==> src/hdl/slpd_pkg.sv <==
`default_nettype none
// ----------------------------------------------------------------------------
// slpd_pkg
// Shared widths, codes and control types of the short/long press detector.
// ----------------------------------------------------------------------------
package slpd_pkg;

    // Field widths.
    localparam int CODE_BITS     = 8;
    localparam int TIME_BITS     = 16;
    localparam int EVENT_BITS    = 2;
    localparam int PROG_BITS     = 9;
    localparam int CFG_IDX_BITS  = 2;
    localparam int CFG_DATA_BITS = 16;

    // The Q8 quotient is found one bit per divider step.
    localparam int DIV_STEPS = PROG_BITS;
    localparam int CNT_BITS  = $clog2(DIV_STEPS);

    // Press event codes.
    localparam logic [EVENT_BITS-1:0] EV_NONE  = 2'd0;
    localparam logic [EVENT_BITS-1:0] EV_SHORT = 2'd1;
    localparam logic [EVENT_BITS-1:0] EV_LONG  = 2'd2;

    // Progress value that means complete.
    localparam logic [PROG_BITS-1:0] PROG_FULL = 9'd256;

    // Register indexes of the configuration port.
    localparam logic [CFG_IDX_BITS-1:0] REG_TARGET_CODE  = 2'd0;
    localparam logic [CFG_IDX_BITS-1:0] REG_HOLD_TICKS   = 2'd1;
    localparam logic [CFG_IDX_BITS-1:0] REG_SHORT_WINDOW = 2'd2;

    // Register reset values.
    localparam logic [CODE_BITS-1:0] TARGET_RESET = 8'd1;
    localparam logic [TIME_BITS-1:0] HOLD_RESET   = 16'd1000;
    localparam logic [TIME_BITS-1:0] SHORT_RESET  = 16'd300;

    // Commands from the controller to the datapath.
    typedef struct packed {
        logic accept;
        logic div_step;
        logic push;
    } t_slpd_cmd;

    // Status from the datapath to the controller.
    typedef struct packed {
        logic need_div;
        logic out_free;
    } t_slpd_sts;

endpackage : slpd_pkg
`default_nettype wire

==> src/hdl/slpd_in_if.sv <==
`default_nettype none
// ----------------------------------------------------------------------------
// slpd_in_if
// Input channel: one sampled code and the ticks since the previous sample.
// ----------------------------------------------------------------------------
interface slpd_in_if;
    logic                            valid;
    logic                            ready;
    logic [slpd_pkg::CODE_BITS-1:0]  next_code;
    logic [slpd_pkg::TIME_BITS-1:0]  delta_ticks;

    modport source (output valid, output next_code, output delta_ticks, input ready);
    modport sink   (input valid, input next_code, input delta_ticks, output ready);
endinterface : slpd_in_if
`default_nettype wire

==> src/hdl/slpd_out_if.sv <==
`default_nettype none
// ----------------------------------------------------------------------------
// slpd_out_if
// Output channel: press event, Q8 progress and long phase flag.
// ----------------------------------------------------------------------------
interface slpd_out_if;
    logic                            valid;
    logic                            ready;
    logic [slpd_pkg::EVENT_BITS-1:0] press_event;
    logic [slpd_pkg::PROG_BITS-1:0]  progress;
    logic                            long_phase;

    modport source (output valid, output press_event, output progress,
                    output long_phase, input ready);
    modport sink   (input valid, input press_event, input progress,
                    input long_phase, output ready);
endinterface : slpd_out_if
`default_nettype wire

==> src/hdl/short_long_press_detector_top.sv <==
`default_nettype none
// ----------------------------------------------------------------------------
// short_long_press_detector_top
// Short/long press qualifier for one target code with Q8 long-press progress.
// ----------------------------------------------------------------------------
// Flow: an accepted word's result is pushed into the output register, after the
// 9 steps of the serial restoring divider when the Q8 progress is divided out.
// The controller takes one word at a time: the next word is taken only after
// the push, which waits while the output register is full.
// Reset: synchronous, active low; registers return to their defaults and the
// press state and output valid are cleared.
// ----------------------------------------------------------------------------
module short_long_press_detector_top (
    input  wire                               i_clk,
    input  wire                               i_rst_n,
    input  wire                               i_cfg_we,
    input  wire [slpd_pkg::CFG_IDX_BITS-1:0]  i_cfg_idx,
    input  wire [slpd_pkg::CFG_DATA_BITS-1:0] i_cfg_data,
    slpd_in_if.sink                           i_in,
    slpd_out_if.source                        o_out
);
    import slpd_pkg::*;

    t_slpd_cmd w_cmd;
    t_slpd_sts w_sts;
    logic      w_in_ready;

    assign i_in.ready = w_in_ready;

    slpd_ctrl u_ctrl (
        .i_clk      (i_clk),
        .i_rst_n    (i_rst_n),
        .i_in_valid (i_in.valid),
        .i_sts      (w_sts),
        .o_in_ready (w_in_ready),
        .o_cmd      (w_cmd)
    );

    slpd_dpath u_dpath (
        .i_clk         (i_clk),
        .i_rst_n       (i_rst_n),
        .i_cfg_we      (i_cfg_we),
        .i_cfg_idx     (i_cfg_idx),
        .i_cfg_data    (i_cfg_data),
        .i_next_code   (i_in.next_code),
        .i_delta_ticks (i_in.delta_ticks),
        .i_out_ready   (o_out.ready),
        .i_cmd         (w_cmd),
        .o_sts         (w_sts),
        .o_out_valid   (o_out.valid),
        .o_press_event (o_out.press_event),
        .o_progress    (o_out.progress),
        .o_long_phase  (o_out.long_phase)
    );

    // A result is only pushed into a free output register.
    a_push_free: assert property (@(posedge i_clk) disable iff (!i_rst_n)
        w_cmd.push |-> w_sts.out_free)
        else $error("result pushed into a full output register");

    // The controller works on one word at a time.
    a_one_word: assert property (@(posedge i_clk) disable iff (!i_rst_n)
        (i_in.valid && i_in.ready) |=> !i_in.ready)
        else $error("word accepted while the previous one is in work");

    // A fired long press always reports full progress.
    a_long_full: assert property (@(posedge i_clk) disable iff (!i_rst_n)
        (o_out.valid && (o_out.press_event == EV_LONG)) |-> (o_out.progress == PROG_FULL))
        else $error("long press without full progress");

    // Progress never exceeds complete and no undefined event code appears.
    a_range: assert property (@(posedge i_clk) disable iff (!i_rst_n)
        o_out.valid |-> ((o_out.progress <= PROG_FULL) && (o_out.press_event <= EV_LONG)))
        else $error("result out of range");

endmodule : short_long_press_detector_top
`default_nettype wire

==> src/hdl/slpd_ctrl.sv <==
`default_nettype none
// ----------------------------------------------------------------------------
// slpd_ctrl
// Controller: accepts a word, runs the serial divider when needed and hands
// the result to the output register.
// ----------------------------------------------------------------------------
module slpd_ctrl (
    input  wire                  i_clk,
    input  wire                  i_rst_n,
    input  wire                  i_in_valid,
    input  slpd_pkg::t_slpd_sts  i_sts,
    output logic                 o_in_ready,
    output slpd_pkg::t_slpd_cmd  o_cmd
);
    import slpd_pkg::*;

    typedef enum logic [1:0] {
        S_IDLE,
        S_DIV,
        S_PUSH
    } t_state;

    t_state              r_state;
    logic                r_ready;
    logic [CNT_BITS-1:0] r_count;

    // Commands follow from the state and the handshakes.
    always_comb begin
        o_cmd.accept   = r_ready && i_in_valid;
        o_cmd.div_step = (r_state == S_DIV);
        o_cmd.push     = (r_state == S_PUSH) && i_sts.out_free;
    end

    assign o_in_ready = r_ready;

    // State register with the registered ready flag and step counter.
    always_ff @(posedge i_clk) begin
        if (!i_rst_n) begin
            r_state <= S_IDLE;
            r_ready <= 1'b1;
            r_count <= '0;
        end else begin
            case (r_state)
                S_IDLE: begin
                    if (i_in_valid) begin
                        r_ready <= 1'b0;
                        r_count <= '0;
                        r_state <= i_sts.need_div ? S_DIV : S_PUSH;
                    end
                end
                S_DIV: begin
                    if (r_count == CNT_BITS'(DIV_STEPS - 1)) begin
                        r_state <= S_PUSH;
                    end else begin
                        r_count <= r_count + 1'b1;
                    end
                end
                S_PUSH: begin
                    if (i_sts.out_free) begin
                        r_ready <= 1'b1;
                        r_state <= S_IDLE;
                    end
                end
                default: begin
                    r_ready <= 1'b1;
                    r_state <= S_IDLE;
                end
            endcase
        end
    end

endmodule : slpd_ctrl
`default_nettype wire

==> src/hdl/slpd_dpath.sv <==
`default_nettype none
// ----------------------------------------------------------------------------
// slpd_dpath
// Datapath: configuration and press state, the one-bit-per-step restoring
// divider for the Q8 progress, and the output register.
// ----------------------------------------------------------------------------
module slpd_dpath (
    input  wire                              i_clk,
    input  wire                              i_rst_n,
    input  wire                              i_cfg_we,
    input  wire [slpd_pkg::CFG_IDX_BITS-1:0] i_cfg_idx,
    input  wire [slpd_pkg::CFG_DATA_BITS-1:0] i_cfg_data,
    input  wire [slpd_pkg::CODE_BITS-1:0]    i_next_code,
    input  wire [slpd_pkg::TIME_BITS-1:0]    i_delta_ticks,
    input  wire                              i_out_ready,
    input  slpd_pkg::t_slpd_cmd              i_cmd,
    output slpd_pkg::t_slpd_sts              o_sts,
    output logic                             o_out_valid,
    output logic [slpd_pkg::EVENT_BITS-1:0]  o_press_event,
    output logic [slpd_pkg::PROG_BITS-1:0]   o_progress,
    output logic                             o_long_phase
);
    import slpd_pkg::*;

    // Configuration registers.
    logic [CODE_BITS-1:0] r_target;
    logic [TIME_BITS-1:0] r_hold;
    logic [TIME_BITS-1:0] r_short;

    // Press state.
    logic [CODE_BITS-1:0] r_last_code, n_last_code;
    logic [TIME_BITS-1:0] r_held, n_held;
    logic                 r_fired, n_fired;
    logic                 r_lphase, n_lphase;

    // Pending result and divider.
    logic [EVENT_BITS-1:0] r_pend_event, n_pend_event;
    logic [PROG_BITS-1:0]  r_pend_prog, n_pend_prog;
    logic                  r_use_q;
    logic [TIME_BITS:0]    r_rem;
    logic [TIME_BITS-1:0]  r_den;
    logic [PROG_BITS-1:0]  r_quot;

    // Output register.
    logic                  r_out_valid;
    logic [EVENT_BITS-1:0] r_out_event;
    logic [PROG_BITS-1:0]  r_out_prog;
    logic                  r_out_lphase;

    logic [TIME_BITS:0]    w_sum;
    logic [TIME_BITS-1:0]  w_t;
    logic                  w_too_long;
    logic                  w_need_div;
    logic [TIME_BITS-1:0]  w_num;
    logic [TIME_BITS-1:0]  w_den;
    logic                  w_ge;
    logic [TIME_BITS:0]    w_diff;

    // Saturating hold time and the short-press qualifier.
    always_comb begin
        w_sum      = {1'b0, r_held} + {1'b0, i_delta_ticks};
        w_t        = w_sum[TIME_BITS] ? {TIME_BITS{1'b1}} : w_sum[TIME_BITS-1:0];
        w_too_long = (r_short != '0) && (r_held > r_short);
        w_num      = w_t - r_short;
        w_den      = r_hold - r_short;
    end

    // Next press state and the pending result of the word on the input.
    always_comb begin
        n_last_code  = r_last_code;
        n_held       = r_held;
        n_fired      = r_fired;
        n_lphase     = r_lphase;
        n_pend_event = EV_NONE;
        n_pend_prog  = '0;
        w_need_div   = 1'b0;
        if (i_next_code != r_last_code) begin
            // A change of code ends the press.
            if ((r_last_code == r_target) && !w_too_long && !r_fired) begin
                n_pend_event = EV_SHORT;
            end
            n_last_code = i_next_code;
            n_held      = '0;
            n_fired     = 1'b0;
            n_lphase    = 1'b0;
        end else if ((i_next_code == r_target) && !r_fired) begin
            // Target still held: accumulate and check both windows.
            n_held = w_t;
            if (w_t > r_short) begin
                n_lphase = 1'b1;
            end
            if (w_t > r_hold) begin
                n_held       = '0;
                n_fired      = 1'b1;
                n_lphase     = 1'b0;
                n_pend_event = EV_LONG;
                n_pend_prog  = PROG_FULL;
            end else if ((r_hold > r_short) && (w_t >= r_short)) begin
                w_need_div = 1'b1;
            end
        end
    end

    // Restoring divider step: compare, subtract, shift.
    always_comb begin
        w_ge   = (r_rem >= {1'b0, r_den});
        w_diff = w_ge ? (r_rem - {1'b0, r_den}) : r_rem;
    end

    always_comb begin
        o_sts.need_div = w_need_div;
        o_sts.out_free = !r_out_valid || i_out_ready;
    end

    // Configuration and press state registers.
    always_ff @(posedge i_clk) begin
        if (!i_rst_n) begin
            r_target    <= TARGET_RESET;
            r_hold      <= HOLD_RESET;
            r_short     <= SHORT_RESET;
            r_last_code <= '0;
            r_held      <= '0;
            r_fired     <= 1'b0;
            r_lphase    <= 1'b0;
        end else begin
            if (i_cfg_we) begin
                case (i_cfg_idx)
                    REG_TARGET_CODE:  r_target <= i_cfg_data[CODE_BITS-1:0];
                    REG_HOLD_TICKS:   r_hold   <= i_cfg_data[TIME_BITS-1:0];
                    REG_SHORT_WINDOW: r_short  <= i_cfg_data[TIME_BITS-1:0];
                    default: ;
                endcase
            end
            if (i_cmd.accept) begin
                r_last_code <= n_last_code;
                r_held      <= n_held;
                r_fired     <= n_fired;
                r_lphase    <= n_lphase;
            end
        end
    end

    // Pending result and divider registers.
    always_ff @(posedge i_clk) begin
        if (i_cmd.accept) begin
            r_pend_event <= n_pend_event;
            r_pend_prog  <= n_pend_prog;
            r_use_q      <= w_need_div;
            r_rem        <= {1'b0, w_num};
            r_den        <= w_den;
        end else if (i_cmd.div_step) begin
            r_rem  <= {w_diff[TIME_BITS-1:0], 1'b0};
            r_quot <= {r_quot[PROG_BITS-2:0], w_ge};
        end
    end

    // Output register, freed when the sink takes the word.
    always_ff @(posedge i_clk) begin
        if (!i_rst_n) begin
            r_out_valid <= 1'b0;
        end else if (i_cmd.push) begin
            r_out_valid <= 1'b1;
        end else if (i_out_ready) begin
            r_out_valid <= 1'b0;
        end
    end

    always_ff @(posedge i_clk) begin
        if (i_cmd.push) begin
            r_out_event  <= r_pend_event;
            r_out_prog   <= r_use_q ? r_quot : r_pend_prog;
            r_out_lphase <= r_lphase;
        end
    end

    assign o_out_valid   = r_out_valid;
    assign o_press_event = r_out_event;
    assign o_progress    = r_out_prog;
    assign o_long_phase  = r_out_lphase;

endmodule : slpd_dpath
`default_nettype wire

==> src/flat_wrapper.sv <==
// flat-port wrapper written by rule: the top's interface ports become plain ports
module short_long_press_detector_top_flat import slpd_pkg::*;
  (i_clk, i_rst_n, i_cfg_we, i_cfg_idx, i_cfg_data, i_in_valid, i_in_next_code, i_in_delta_ticks, i_in_ready, o_out_valid, o_out_press_event, o_out_progress, o_out_long_phase, o_out_ready);
  slpd_in_if i_in_i ();
  slpd_out_if o_out_i ();
  input  wire i_clk;
  input  wire i_rst_n;
  input  wire i_cfg_we;
  input  wire [slpd_pkg::CFG_IDX_BITS-1:0] i_cfg_idx;
  input  wire [slpd_pkg::CFG_DATA_BITS-1:0] i_cfg_data;
  input wire logic [$bits(i_in_i.valid)-1:0] i_in_valid;
  input wire logic [$bits(i_in_i.next_code)-1:0] i_in_next_code;
  input wire logic [$bits(i_in_i.delta_ticks)-1:0] i_in_delta_ticks;
  output wire logic [$bits(i_in_i.ready)-1:0] i_in_ready;
  output wire logic [$bits(o_out_i.valid)-1:0] o_out_valid;
  output wire logic [$bits(o_out_i.press_event)-1:0] o_out_press_event;
  output wire logic [$bits(o_out_i.progress)-1:0] o_out_progress;
  output wire logic [$bits(o_out_i.long_phase)-1:0] o_out_long_phase;
  input wire logic [$bits(o_out_i.ready)-1:0] o_out_ready;
  assign i_in_i.valid = i_in_valid;
  assign i_in_i.next_code = i_in_next_code;
  assign i_in_i.delta_ticks = i_in_delta_ticks;
  assign i_in_ready = i_in_i.ready;
  assign o_out_valid = o_out_i.valid;
  assign o_out_press_event = o_out_i.press_event;
  assign o_out_progress = o_out_i.progress;
  assign o_out_long_phase = o_out_i.long_phase;
  assign o_out_i.ready = o_out_ready;
  short_long_press_detector_top u_core (.i_clk(i_clk), .i_rst_n(i_rst_n), .i_cfg_we(i_cfg_we), .i_cfg_idx(i_cfg_idx), .i_cfg_data(i_cfg_data), .i_in(i_in_i), .o_out(o_out_i));
endmodule
==> config.mk <==
export PLATFORM = sky130hd
export DESIGN_NAME = short_long_press_detector_top_flat
export DESIGN_NICKNAME = d
export VERILOG_FILES = /design/src/hdl/slpd_pkg.sv /design/src/hdl/slpd_in_if.sv /design/src/hdl/slpd_out_if.sv /design/src/hdl/short_long_press_detector_top.sv /design/src/hdl/slpd_ctrl.sv /design/src/hdl/slpd_dpath.sv /design/src/flat_wrapper.sv
export SDC_FILE = /design/constraint.sdc
export NUM_CORES = 1
export LEC_CHECK = 0
export BUFFER_PORTS_ARGS = -buffer_cell sky130_fd_sc_hd__buf_2
export CELL_PAD_IN_SITES_DETAIL_PLACEMENT = 1
export CELL_PAD_IN_SITES_GLOBAL_PLACEMENT = 1
export CORE_ASPECT_RATIO = 1.2
export CORE_UTILIZATION = 25
export CTS_BUF_LIST = sky130_fd_sc_hd__clkbuf_4 sky130_fd_sc_hd__clkbuf_8 sky130_fd_sc_hd__clkbuf_16
export DETAILED_ROUTE_END_ITERATION = 8
export PLACE_DENSITY = 0.57
export SLEW_MARGIN = 20
export SYNTH_ARGS = -nofsm -noshare
export SYNTH_HDL_FRONTEND = slang
export SYNTH_HIERARCHICAL = 1
export SYNTH_SLANG_ARGS = --single-unit
==> constraint.sdc <==
create_clock -name i_clk -period 4.8 [get_ports i_clk]
set_input_delay 0.48 -clock i_clk [delete_from_list [all_inputs] [get_ports i_clk]]
set_output_delay 0.48 -clock i_clk [all_outputs]
set_load 0.1 [all_outputs]
==> metrics.csv, run 1 <==
stage,metric,value,unit
synth,"Top FF cell, synth",dfxtp_1,
timing,min Tclk post-route,4.62,ns
timing,RSZ-0062 raised after global routing,yes,
route,routed wl met3,493,µm
placed_design,GPL Wtd Cong,0.850,
route,Detailed Route Iter0 Violations,269,
synth,Synth Cell Area,9100,µm²
cells_and_area,Final Util,30.9,%
setup_path,CP Class,reg2reg,
synth,Cells after Synth,1009,
synth,synthesized flop and latch total,131,
clock_network,H-tree levels,4,
timing,endpoints failing setup,0,
synth,post-synth cell types,78,
setup_path,worst setup path startpoint,u_core/u_dpath/r_held[0]$_SDFFE_PN0P_,
floorplan,I/O pin total,61,
cells_and_area,Filler cells,4205,
floorplan,total core area,35800,µm²
placed_design,hpwl dp,22700,µm
timing,fin crit share,96.2,%
cells_and_area,most frequent cells in the layout,"nand2_1 (110), ha_1 (94), inv_1 (75), dfxtp_1 (74)",
floorplan,initial core utilization,25.4,%
global_route,first-pass GRT wire length,43700,µm
clock_network,CTS Sinks,131,
route,Top Metal Used,met4,
setup_path,CP max FO,7,
route,wire length on met1,12300,µm
synth,Mapped Nets,1158,
flow_run,Max-Cap Viols,0,
global_route,vias in the first global route,7971,
global_route,GR Util All Layers,15.4,%
worst_hold_path,min-delay src,i_cfg_data[12],
power_and_ir_drop,Pleak,4.64,nW
power_and_ir_drop,Pwr per Cell Area,334,nW/µm²
clock_network,maximum root-to-sink buffer count,2,
clock_network,CTS tree,yes,
synth,register area share after synthesis,35.0,%
timing,Final Slew Violations,0,
synth,"EDFF count, synth",56,
clock_network,hold_buf cts,0,
global_route,total grt overflow,0,
cells_and_area,"most common cell after layout, fill and taps aside",nand2_1,
outcome,status,"finished, final reports clean",
global_route,pin count of the biggest net entering global routing,66,
route,metal2 WL,14300,µm
floorplan,chip height,211,µm
clock_network,root buf cell,clkbuf_16,
timing,Worst-Margin Slew,0.860,ns
floorplan,chip width,176,µm
route,Remaining DRCs,0,
route,post-route ant nets,0,
synth,"FFs w/ async S/R, synth",0,%
placed_design,IO buf count,60,
clock_network,Skew-Pair Late Insertion Delay,0.43,ns
cells_and_area,Layout area overhead,21.8,%
cells_and_area,Multi-input gate area,5650,µm²
power_and_ir_drop,peak supply drop,0.160,mV
setup_path,crit path capture type,flop,
floorplan,row cnt,76,
global_route,antenna violations before repair,0,
setup_path,Worst EP arrival,4.92,ns
timing,Final Skew,0.00892,ns
cells_and_area,"Net count, final",1270,
cells_and_area,storage element area,3180,µm²
route,drt pass-1 iters,6,
route,Post-Route WL,28100,µm
timing,Fin. Hold Viols,0,
timing,Slew headroom,42.6,%
cells_and_area,layout cells sized above 1,17.7,%
timing,Max Freq,0.217,GHz
setup_path,Worst Setup Start Kind,flop,
route,vias post-DR,7677,
setup_path,CP required,5.10,ns
route,vias per cell,4.79,
synth,Syn Area/Cell,9.02,µm²
power_and_ir_drop,total power,3.71,mW
synth,yosys warns,6,
route,WL per Instance,17.5,µm
worst_hold_path,worst hold path class,in2reg,
setup_path,reg2reg start,u_core/u_dpath/r_held[0]$_SDFFE_PN0P_,
floorplan,Die Area,37200,µm²
clock_network,clk slew on worst S/H paths,0.06,ns
clock_network,CTS buffer count,17,
-- cell usage after synthesis (all sizes together) (3+ instances only) --
library cell	count	area, µm²
nor2b	30	188
nor3	10	55.1
a21boi	24	180
nand3b	3	22.5
and3	3	18.8
inv	77	289
o21a	13	97.6
o31ai	4	35.0
a22o	7	61.3
or2	5	31.3
nor3b	4	35.0
o21bai	3	22.5
a211oi	11	92.6
nor2	65	246
nand4	18	113
buf	10	62.6
nand2b	13	81.3
a21o	25	188
mux2i	23	230
fa	4	80.1
ha	98	1230
clkbuf	18	67.6
and2	12	75.1
nand3	19	95.1
or3	5	31.3
xnor2	39	342
nor4	11	75.1
o211ai	13	97.6
a21oi	62	314
xor2	30	263
o31a	3	26.3
dfxtp	75	1500
a31oi	6	58.8
o311a	3	30.0
nand2	110	413
edfxtp	56	1680
o21ai	59	310
and4	3	26.3
a311oi	3	26.3
-- layout make-up --
class	instances	area share, %
multi-input combinational	773	51.0
sequential	131	28.7
timing repair buffer	121	6.87
tap	468	5.28
clock buffer	18	3.91
inverter	77	2.61
clock inverter	14	1.59
antenna	1	0.0226
-- critical path: stages, from the launching register on --
cell and delay, ns:
dfxtp_2 0.33, ha_4 0.16, fa_2 0.39, a211o_1 0.31, a2111o_1 0.48, a31oi_4 0.20, o21ai_4 0.09, nor2b_4 0.20
nor2_4 0.14, inv_2 0.06, ha_4 0.24, a21o_1 0.17, a21oi_1 0.12, nor2b_1 0.06, o31a_1 0.29, o31ai_2 0.21
and2b_1 0.18, nand4_1 0.11, a21oi_2 0.19, nor2_1 0.05, or3_4 0.38, nor2b_1 0.14
-- path summary, 6_finish.rpt --
check | end | slack (ns) | cells past startpoint
max | u_core/u_ctrl/r_state[1]$_SDFFE_PN0P_ | 0.18 | 21
min reg2reg | u_core/u_dpath/o_press_event[0]$_DFFE_PP_ | 0.44 | 0
max reg2reg | u_core/u_ctrl/r_state[1]$_SDFFE_PN0P_ | 0.18 | 21
min | u_core/u_dpath/r_hold[12]$_SDFFE_PN0P_ | 0.32 | 3
-- report_power, final --
group / switching (mW) / internal, mW / leakage (nW)
clock: 0.536 / 0.829 / 0.295
sequential: 0.0452 / 1.26 / 1.14
combinational: 0.618 / 0.415 / 3.21
total: 1.20 / 2.51 / 4.64
-- layer usage --
| layer | up-vias | GRT usage (%) |
|---|---|---|
| met2 | 101 | 27.6 |
| met5 | - | 0 |
| li1 | 3839 | - |
| met3 | 31 | 1.94 |
| met1 | 3706 | 18.0 |
| met4 | 0 | 7.02 |
-- state kept, by name, summed over array words and instances (netlist names), 2 cells and up --
register,count
u_core/u_ctrl/r_count,4
u_core/u_ctrl/r_state,2
u_core/u_dpath/o_press_event,2
u_core/u_dpath/o_progress,9
u_core/u_dpath/r_den,16
u_core/u_dpath/r_held,16
u_core/u_dpath/r_hold,16
u_core/u_dpath/r_last_code,8
u_core/u_dpath/r_pend_event,2
u_core/u_dpath/r_quot,9
u_core/u_dpath/r_rem,17
u_core/u_dpath/r_short,16
u_core/u_dpath/r_target,8
-- per-stage QoR --
stage / setup WS (ns) / instances / TNS, ns / hold WS (ns) / instance area (µm²)
floorplan: 0.000506 / 1009 / 0 / 0.400 / 9160
global placement: -0.215 / 1565 / -0.714 / 0.407 / 10300
detailed placement: -0.381 / 1565 / -1.90 / 0.428 / 10300
CTS: 0.0187 / 1599 / 0 / 0.299 / 11000
global route: -0.0506 / 1602 / -0.0574 / 0.310 / 11100
finish: 0.181 / 1603 / 0 / 0.316 / 11100
-- repair_timing --
item,4_1_cts,5_1_grt
gates resized for setup,3,20
setup buffers,2,3
cloned,0,0
setup endpoints to repair,2,7
pin swaps,3,8
-- cells by family after synthesis --
logic type                 after synthesis  share of synthesized area [%]
and+or+nand+nor                        317                           17.1
AOI/OAI and AO/OA                      260                           19.5
DFF                                    131                           35.0
buffers and inverters                  105                           4.60
adders and majority gates              102                           14.3
xor gates and xnor gates                69                           6.64
muxes                                   25                           2.78
No activity file was read; power rests on OpenSTA's default activity.
==> run 2: changes to the inputs <==
ABC_AREA = 1   (was not set)
PLACE_DENSITY = 0.58   (was 0.57)
==> metrics.csv, run 2 <==
stage,metric,value,unit
placed_design,Cells after DPL,1853,
placed_design,"Cell Area, Placed",10500,µm²
cells_and_area,max FFs per register,17,
synth,cell with the most instances after synthesis,nand2_1,
timing,endpoints failing setup,0,
clock_network,root buf cell,clkbuf_16,
global_route,vias in the first global route,9299,
setup_path,CP Depth,24,
setup_path,critical-path cell list,"ha_1, fa_1, nand3_1, nand3_1, nand2_1, nand2_1, a21oi_4, inv_2, or2_1, inv_1, ha_1, inv_1, fa_1, nand2_1, nand3_1, o21ai_0, o21ai_0, nand2_1, nand3_1, nand3_1, nor2_1, nand2_1, nand4_1, nor2_1",
floorplan,total core area,38100,µm²
cells_and_area,Layout area overhead,14.0,%
setup_path,Crit path buffers/inverters,3,
synth,top cell type's share of synthesized area,17.3,%
clock_network,H-tree levels,4,
timing,Worst-Margin Slew,0.957,ns
timing,fin crit share,86.2,%
clock_network,Post CTS Setup Buffer Count,0,
worst_hold_path,worst hold path class,in2reg,
cells_and_area,"Net count, final",1541,
synth,Cells after Synth,1330,
floorplan,I/O pin total,61,
timing,Slew headroom,36.1,%
cells_and_area,Final Util,29.2,%
setup_path,reg2reg start,u_core/u_dpath/r_held[0]$_SDFFE_PN0P_,
setup_path,Worst EP arrival,4.52,ns
clock_network,hold_buf cts,0,
setup_path,family with the most delay on the worst path,simple AND/OR/NAND/NOR gates,
floorplan,Die Area,39800,µm²
flow_run,Max-Cap Viols,0,
route,Detailed Route Iter0 Violations,384,
floorplan,chip height,218,µm
placed_design,IO buf count,60,
power_and_ir_drop,Pleak,5.27,nW
route,drt pass-1 iters,5,
clock_network,maximum root-to-sink buffer count,2,
global_route,first-pass GRT wire length,50000,µm
timing,min Tclk post-route,4.14,ns
clock_network,CTS buffer count,17,
synth,post-synth cell types,52,
global_route,pin count of the biggest net entering global routing,59,
synth,"EDFF count, synth",56,
outcome,status,"finished, final reports clean",
global_route,GR Util All Layers,16.4,%
timing,Final Skew,0.00874,ns
synth,Syn Area/Cell,7.33,µm²
setup_path,crit path capture,u_core/u_ctrl/r_state[1]$_SDFFE_PN0P_,
setup_path,worst setup path startpoint,u_core/u_dpath/r_held[0]$_SDFFE_PN0P_,
synth,"Top FF cell, synth",dfxtp_1,
timing,RSZ-0062 raised after global routing,no,
cells_and_area,layout cells sized above 1,10.2,%
timing,min setup slack post-route,0.661,ns
placed_design,pre-CTS setup slack,0.430,ns
setup_path,Worst R2R End,u_core/u_ctrl/r_state[1]$_SDFFE_PN0P_,
cells_and_area,Layout Cells excl Fill,1885,
setup_path,CP max stage delay,0.46,ns
route,Remaining DRCs,0,
synth,Mapped Nets,1479,
floorplan,initial core utilization,25.6,%
synth,ranking of synthesized cells by area,"edfxtp_1 (17%), dfxtp_1 (15%), nand2_1 (13%)",
setup_path,R2R Setup Slk,0.66,ns
synth,yosys warns,6,
timing,WHS,0.295,ns
synth,register area share after synthesis,32.7,%
synth,Synth Cell Area,9750,µm²
synth,synthesized flop and latch total,131,
setup_path,CP max stage cell,fa_1,
timing,Fin. Hold Viols,0,
cells_and_area,Ant. Diodes,0,
clock_network,post-cts resize count,0,
cells_and_area,Filler cells,4753,
route,WL per Instance,16.4,µm
power_and_ir_drop,peak supply drop,0.246,mV
clock_network,Skew-Pair Late Insertion Delay,0.44,ns
route,vias post-DR,8829,
synth,cell taking the most area after synthesis,edfxtp_1,
synth,Synth top cells by count,"nand2_1 (337), inv_1 (185), a21oi_1 (113), ha_1 (98), nor2_1 (93)",
route,Post-Route WL,31000,µm
power_and_ir_drop,Pwr per Cell Area,365,nW/µm²
placed_design,GPL Wtd Cong,0.864,
cells_and_area,most frequent cells in the layout,"nand2_1 (337), inv_1 (185), a21oi_1 (113), ha_1 (98), nor2_1 (92)",
setup_path,crit path capture type,flop,
global_route,total grt overflow,0,
clock_network,CTS tree,yes,
setup_path,FF-to-FF path depth,24,
setup_path,CP max FO,8,
floorplan,row cnt,78,
synth,"FFs w/ async S/R, synth",0,%
placed_design,hpwl dp,25600,µm
clock_network,clk slew on worst S/H paths,0.06,ns
setup_path,Worst Setup Start Kind,flop,
setup_path,CP required,5.18,ns
route,post-route ant nets,0,
route,vias per cell,4.68,
timing,Final Slew Violations,0,
timing,setup_tns,0,ns
global_route,antenna violations before repair,0,
setup_path,CP Class,reg2reg,
timing,Max Freq,0.242,GHz
clock_network,CTS Sinks,131,
cells_and_area,final instance area,11100,µm²
power_and_ir_drop,total power,4.05,mW
floorplan,chip width,182,µm
cells_and_area,"most common cell after layout, fill and taps aside",nand2_1,
cells_and_area,"Most flops, register",u_core/u_dpath/r_rem,
==> run 2: layer usage <==
metal | GRT usage (%) | part of all wire [%]
met1 | 18.5 | 43
met2 | 31.6 | 53
met3 | 1.78 | 1.5
met4 | 5.55 | 2.0
met5 | 0 | 0
==> run 2: worst min path at each step <==
stage                                                      start                                         to  cells after the start
global route                                       i_cfg_data[0]    u_core/u_dpath/r_target[0]$_SDFFE_PN1P_                      3
global placement    u_core/u_dpath/r_pend_event[0]$_SDFFCE_PP0P_  u_core/u_dpath/o_press_event[0]$_DFFE_PP_                      0
finish                                             i_cfg_data[1]    u_core/u_dpath/r_target[1]$_SDFFE_PN0P_                      3
floorplan           u_core/u_dpath/r_pend_event[0]$_SDFFCE_PP0P_  u_core/u_dpath/o_press_event[0]$_DFFE_PP_                      0
detailed placement  u_core/u_dpath/r_pend_event[0]$_SDFFCE_PP0P_  u_core/u_dpath/o_press_event[0]$_DFFE_PP_                      0
CTS                                                i_cfg_data[1]    u_core/u_dpath/r_target[1]$_SDFFE_PN0P_                      3
==> run 2: cell type report <==
cell class                      instances  area [µm²]  share of cell area (%)
Sequential cell                       131        3180                    28.6
Clock inverter                         15         149                    1.34
Tap cell                              480         601                    5.40
Inverter                              193         724                    6.52
Timing Repair Buffer                   66         345                    3.11
Clock buffer                           17         425                    3.83
Multi-Input combinational cell        983        5690                    51.2
==> run 2: worst reg2reg max path, delay by kind of cell (launching register included) <==
family	cells	cell delay, ns
buf+inv	3	0.24
fa+ha+maj	4	1.25
flops	1	0.33
compound gates	3	0.69
simple gates	14	1.57
==> run 2: report_power, final <==
part / switching (mW) / leakage [nW] / internal (mW)
Combinational: 0.942 / 3.86 / 0.490
Clock: 0.556 / 0.265 / 0.724
Sequential: 0.0538 / 1.15 / 1.29
==> run 2: kinds of logic after synthesis <==
group / synth area share (%)
flops: 32.7
simple gates: 28.0
xor+xnor: 3.50
compound gates: 13.3
mux: 0.116
buf+inv: 9.01
fa+ha+maj: 13.4
==> run 3: changes to the inputs <==
CORE_MARGIN = 4   (was not set)
==> metrics.csv, run 3 (synthesized netlist as in run 2, its figures left out) <==
stage,metric,value,unit
timing,Final Skew,0.0154,ns
worst_hold_path,min-delay src,i_cfg_data[0],
placed_design,pre-CTS setup slack,0.375,ns
timing,RSZ-0062 raised after global routing,no,
clock_network,H-tree levels,4,
timing,setup_tns,0,ns
worst_hold_path,worst hold path class,in2reg,
clock_network,hold_buf cts,0,
global_route,antenna violations before repair,0,
clock_network,post-cts resize count,0,
outcome,status,"finished, final reports clean",
timing,fin crit share,85.8,%
power_and_ir_drop,Pleak,5.28,nW
power_and_ir_drop,total power,4.01,mW
global_route,pin count of the biggest net entering global routing,59,
setup_path,CP Class,reg2reg,
placed_design,IO buf count,60,
setup_path,CP required,5.17,ns
route,Remaining DRCs,0,
floorplan,Die Area,42200,µm²
timing,min setup slack post-route,0.683,ns
clock_network,CTS Sinks,131,
flow_run,Max-Cap Viols,0,
cells_and_area,"Net count, final",1542,
setup_path,Worst EP arrival,4.49,ns
timing,Final Slew Violations,0,
global_route,vias in the first global route,9207,
cells_and_area,Filler cells,4724,
route,post-route ant nets,0,
timing,Fin. Hold Viols,0,
clock_network,Skew-Pair Late Insertion Delay,0.44,ns
route,Detailed Route Iter0 Violations,427,
cells_and_area,layout cells sized above 1,10.1,%
power_and_ir_drop,Pwr per Cell Area,359,nW/µm²
setup_path,crit path capture type,flop,
power_and_ir_drop,peak supply drop,0.244,mV
floorplan,chip width,188,µm
floorplan,row cnt,78,
cells_and_area,"most common cell after layout, fill and taps aside",nand2_1,
cells_and_area,max FFs per register,17,
floorplan,chip height,224,µm
cells_and_area,Layout area overhead,14.4,%
route,WL per Instance,16.2,µm
setup_path,CP max FO,8,
clock_network,Post CTS Setup Buffer Count,0,
global_route,first-pass GRT wire length,50400,µm
clock_network,CTS buffer count,17,
route,drt pass-1 iters,4,
setup_path,Worst Setup Start Kind,flop,
cells_and_area,Ant. Diodes,0,
clock_network,CTS tree,yes,
placed_design,hpwl dp,26100,µm
floorplan,initial core utilization,25.5,%
floorplan,I/O pin total,61,
route,Post-Route WL,31300,µm
timing,endpoints failing setup,0,
timing,min Tclk post-route,4.12,ns
clock_network,root buf cell,clkbuf_16,
timing,Max Freq,0.243,GHz
clock_network,maximum root-to-sink buffer count,2,
timing,Worst-Margin Slew,1.03,ns
route,vias per cell,4.58,
cells_and_area,"Most flops, register",u_core/u_dpath/r_rem,
global_route,GR Util All Layers,15.0,%
clock_network,clk slew on worst S/H paths,0.06,ns
route,vias post-DR,8828,
global_route,total grt overflow,0,
floorplan,total core area,38200,µm²
setup_path,reg2reg start,u_core/u_dpath/r_held[0]$_SDFFE_PN0P_,
setup_path,worst setup path startpoint,u_core/u_dpath/r_held[0]$_SDFFE_PN0P_,
placed_design,GPL Wtd Cong,0.844,
cells_and_area,most frequent cells in the layout,"nand2_1 (337), inv_1 (185), a21oi_1 (113), ha_1 (98), nor2_1 (93)",
timing,Slew headroom,31.1,%
run 3: cell types whose count changed in the layout (fill, tap and decap cells not counted):
cell        delta
nor2_2         -1
clkinv_1       +2
clkinv_2       +2
clkinvlp_4     -2
inv_6          -1
nor2_1         +1
inv_8          -1
buf_4          +1
run 3: layout make-up:
class / count / area (µm²) / area share, %
multi-input combinational: 983 / 5680 / 51.0
sequential: 131 / 3180 / 28.5
inverter: 193 / 724 / 6.50
tap: 520 / 651 / 5.83
clock buffer: 17 / 425 / 3.81
timing repair buffer: 67 / 353 / 3.16
clock inverter: 15 / 131 / 1.18
run 3: metrics by stage:
| step | hold WS, ns | cells | utilization (%) | area, µm² |
|---|---|---|---|---|
| after floorplan | 0.400 | 1330 | - | 9750 |
| after global placement | 0.435 | 1894 | 27.8 | 10600 |
| after detailed placement | 0.441 | 1894 | 27.8 | 10600 |
| after CTS | 0.274 | 1926 | 29.2 | 11200 |
| after global routing | 0.307 | 1926 | 29.2 | 11200 |
| final | 0.289 | 1926 | 29.2 | 11200 |
run 3: path summary, 6_finish.rpt:
check,cells past startpoint,end,slack (ns)
worst min-delay path,3,u_core/u_dpath/r_target[0]$_SDFFE_PN1P_,0.29
worst max-delay path,24,u_core/u_ctrl/r_state[1]$_SDFFE_PN0P_,0.68
worst max register to register,24,u_core/u_ctrl/r_state[1]$_SDFFE_PN0P_,0.68
worst min register to register,0,u_core/u_dpath/o_press_event[0]$_DFFE_PP_,0.45
run 3: report_power, final:
part / internal [mW] / switching, mW / leakage, nW / total, mW
clock network: 0.713 / 0.528 / 0.266 / 1.24
registers: 1.29 / 0.0536 / 1.15 / 1.34
logic: 0.489 / 0.936 / 3.87 / 1.43
run 3: critical path: stages, from the launching register on:
cell	delay, ns
dfxtp_1	0.34
ha_1	0.24
fa_1	0.46
nand3_1	0.12
nand3_1	0.13
nand2_1	0.09
nand2_1	0.11
a21oi_4	0.20
inv_2	0.09
or2_1	0.24
inv_1	0.08
ha_1	0.16
inv_1	0.06
fa_1	0.40
nand2_1	0.08
nand3_1	0.06
o21ai_0	0.19
o21ai_0	0.29
nand2_1	0.15
nand3_1	0.09
nand3_1	0.11
nor2_1	0.08
nand2_1	0.10
nand4_1	0.10
nor2_1	0.11
run 3: metal layers:
metal | global-route usage [%] | vias up | share of wire, % | wire length, µm
met2 | 28.4 | 102 | 52 | 16300
met4 | 4.86 | 0 | 2.1 | 667
met3 | 1.61 | 33 | 1.7 | 541
met1 | 17.7 | 4161 | 44 | 13700
li1 | - | 4532 | - | -
met5 | 0 | - | 0 | 0
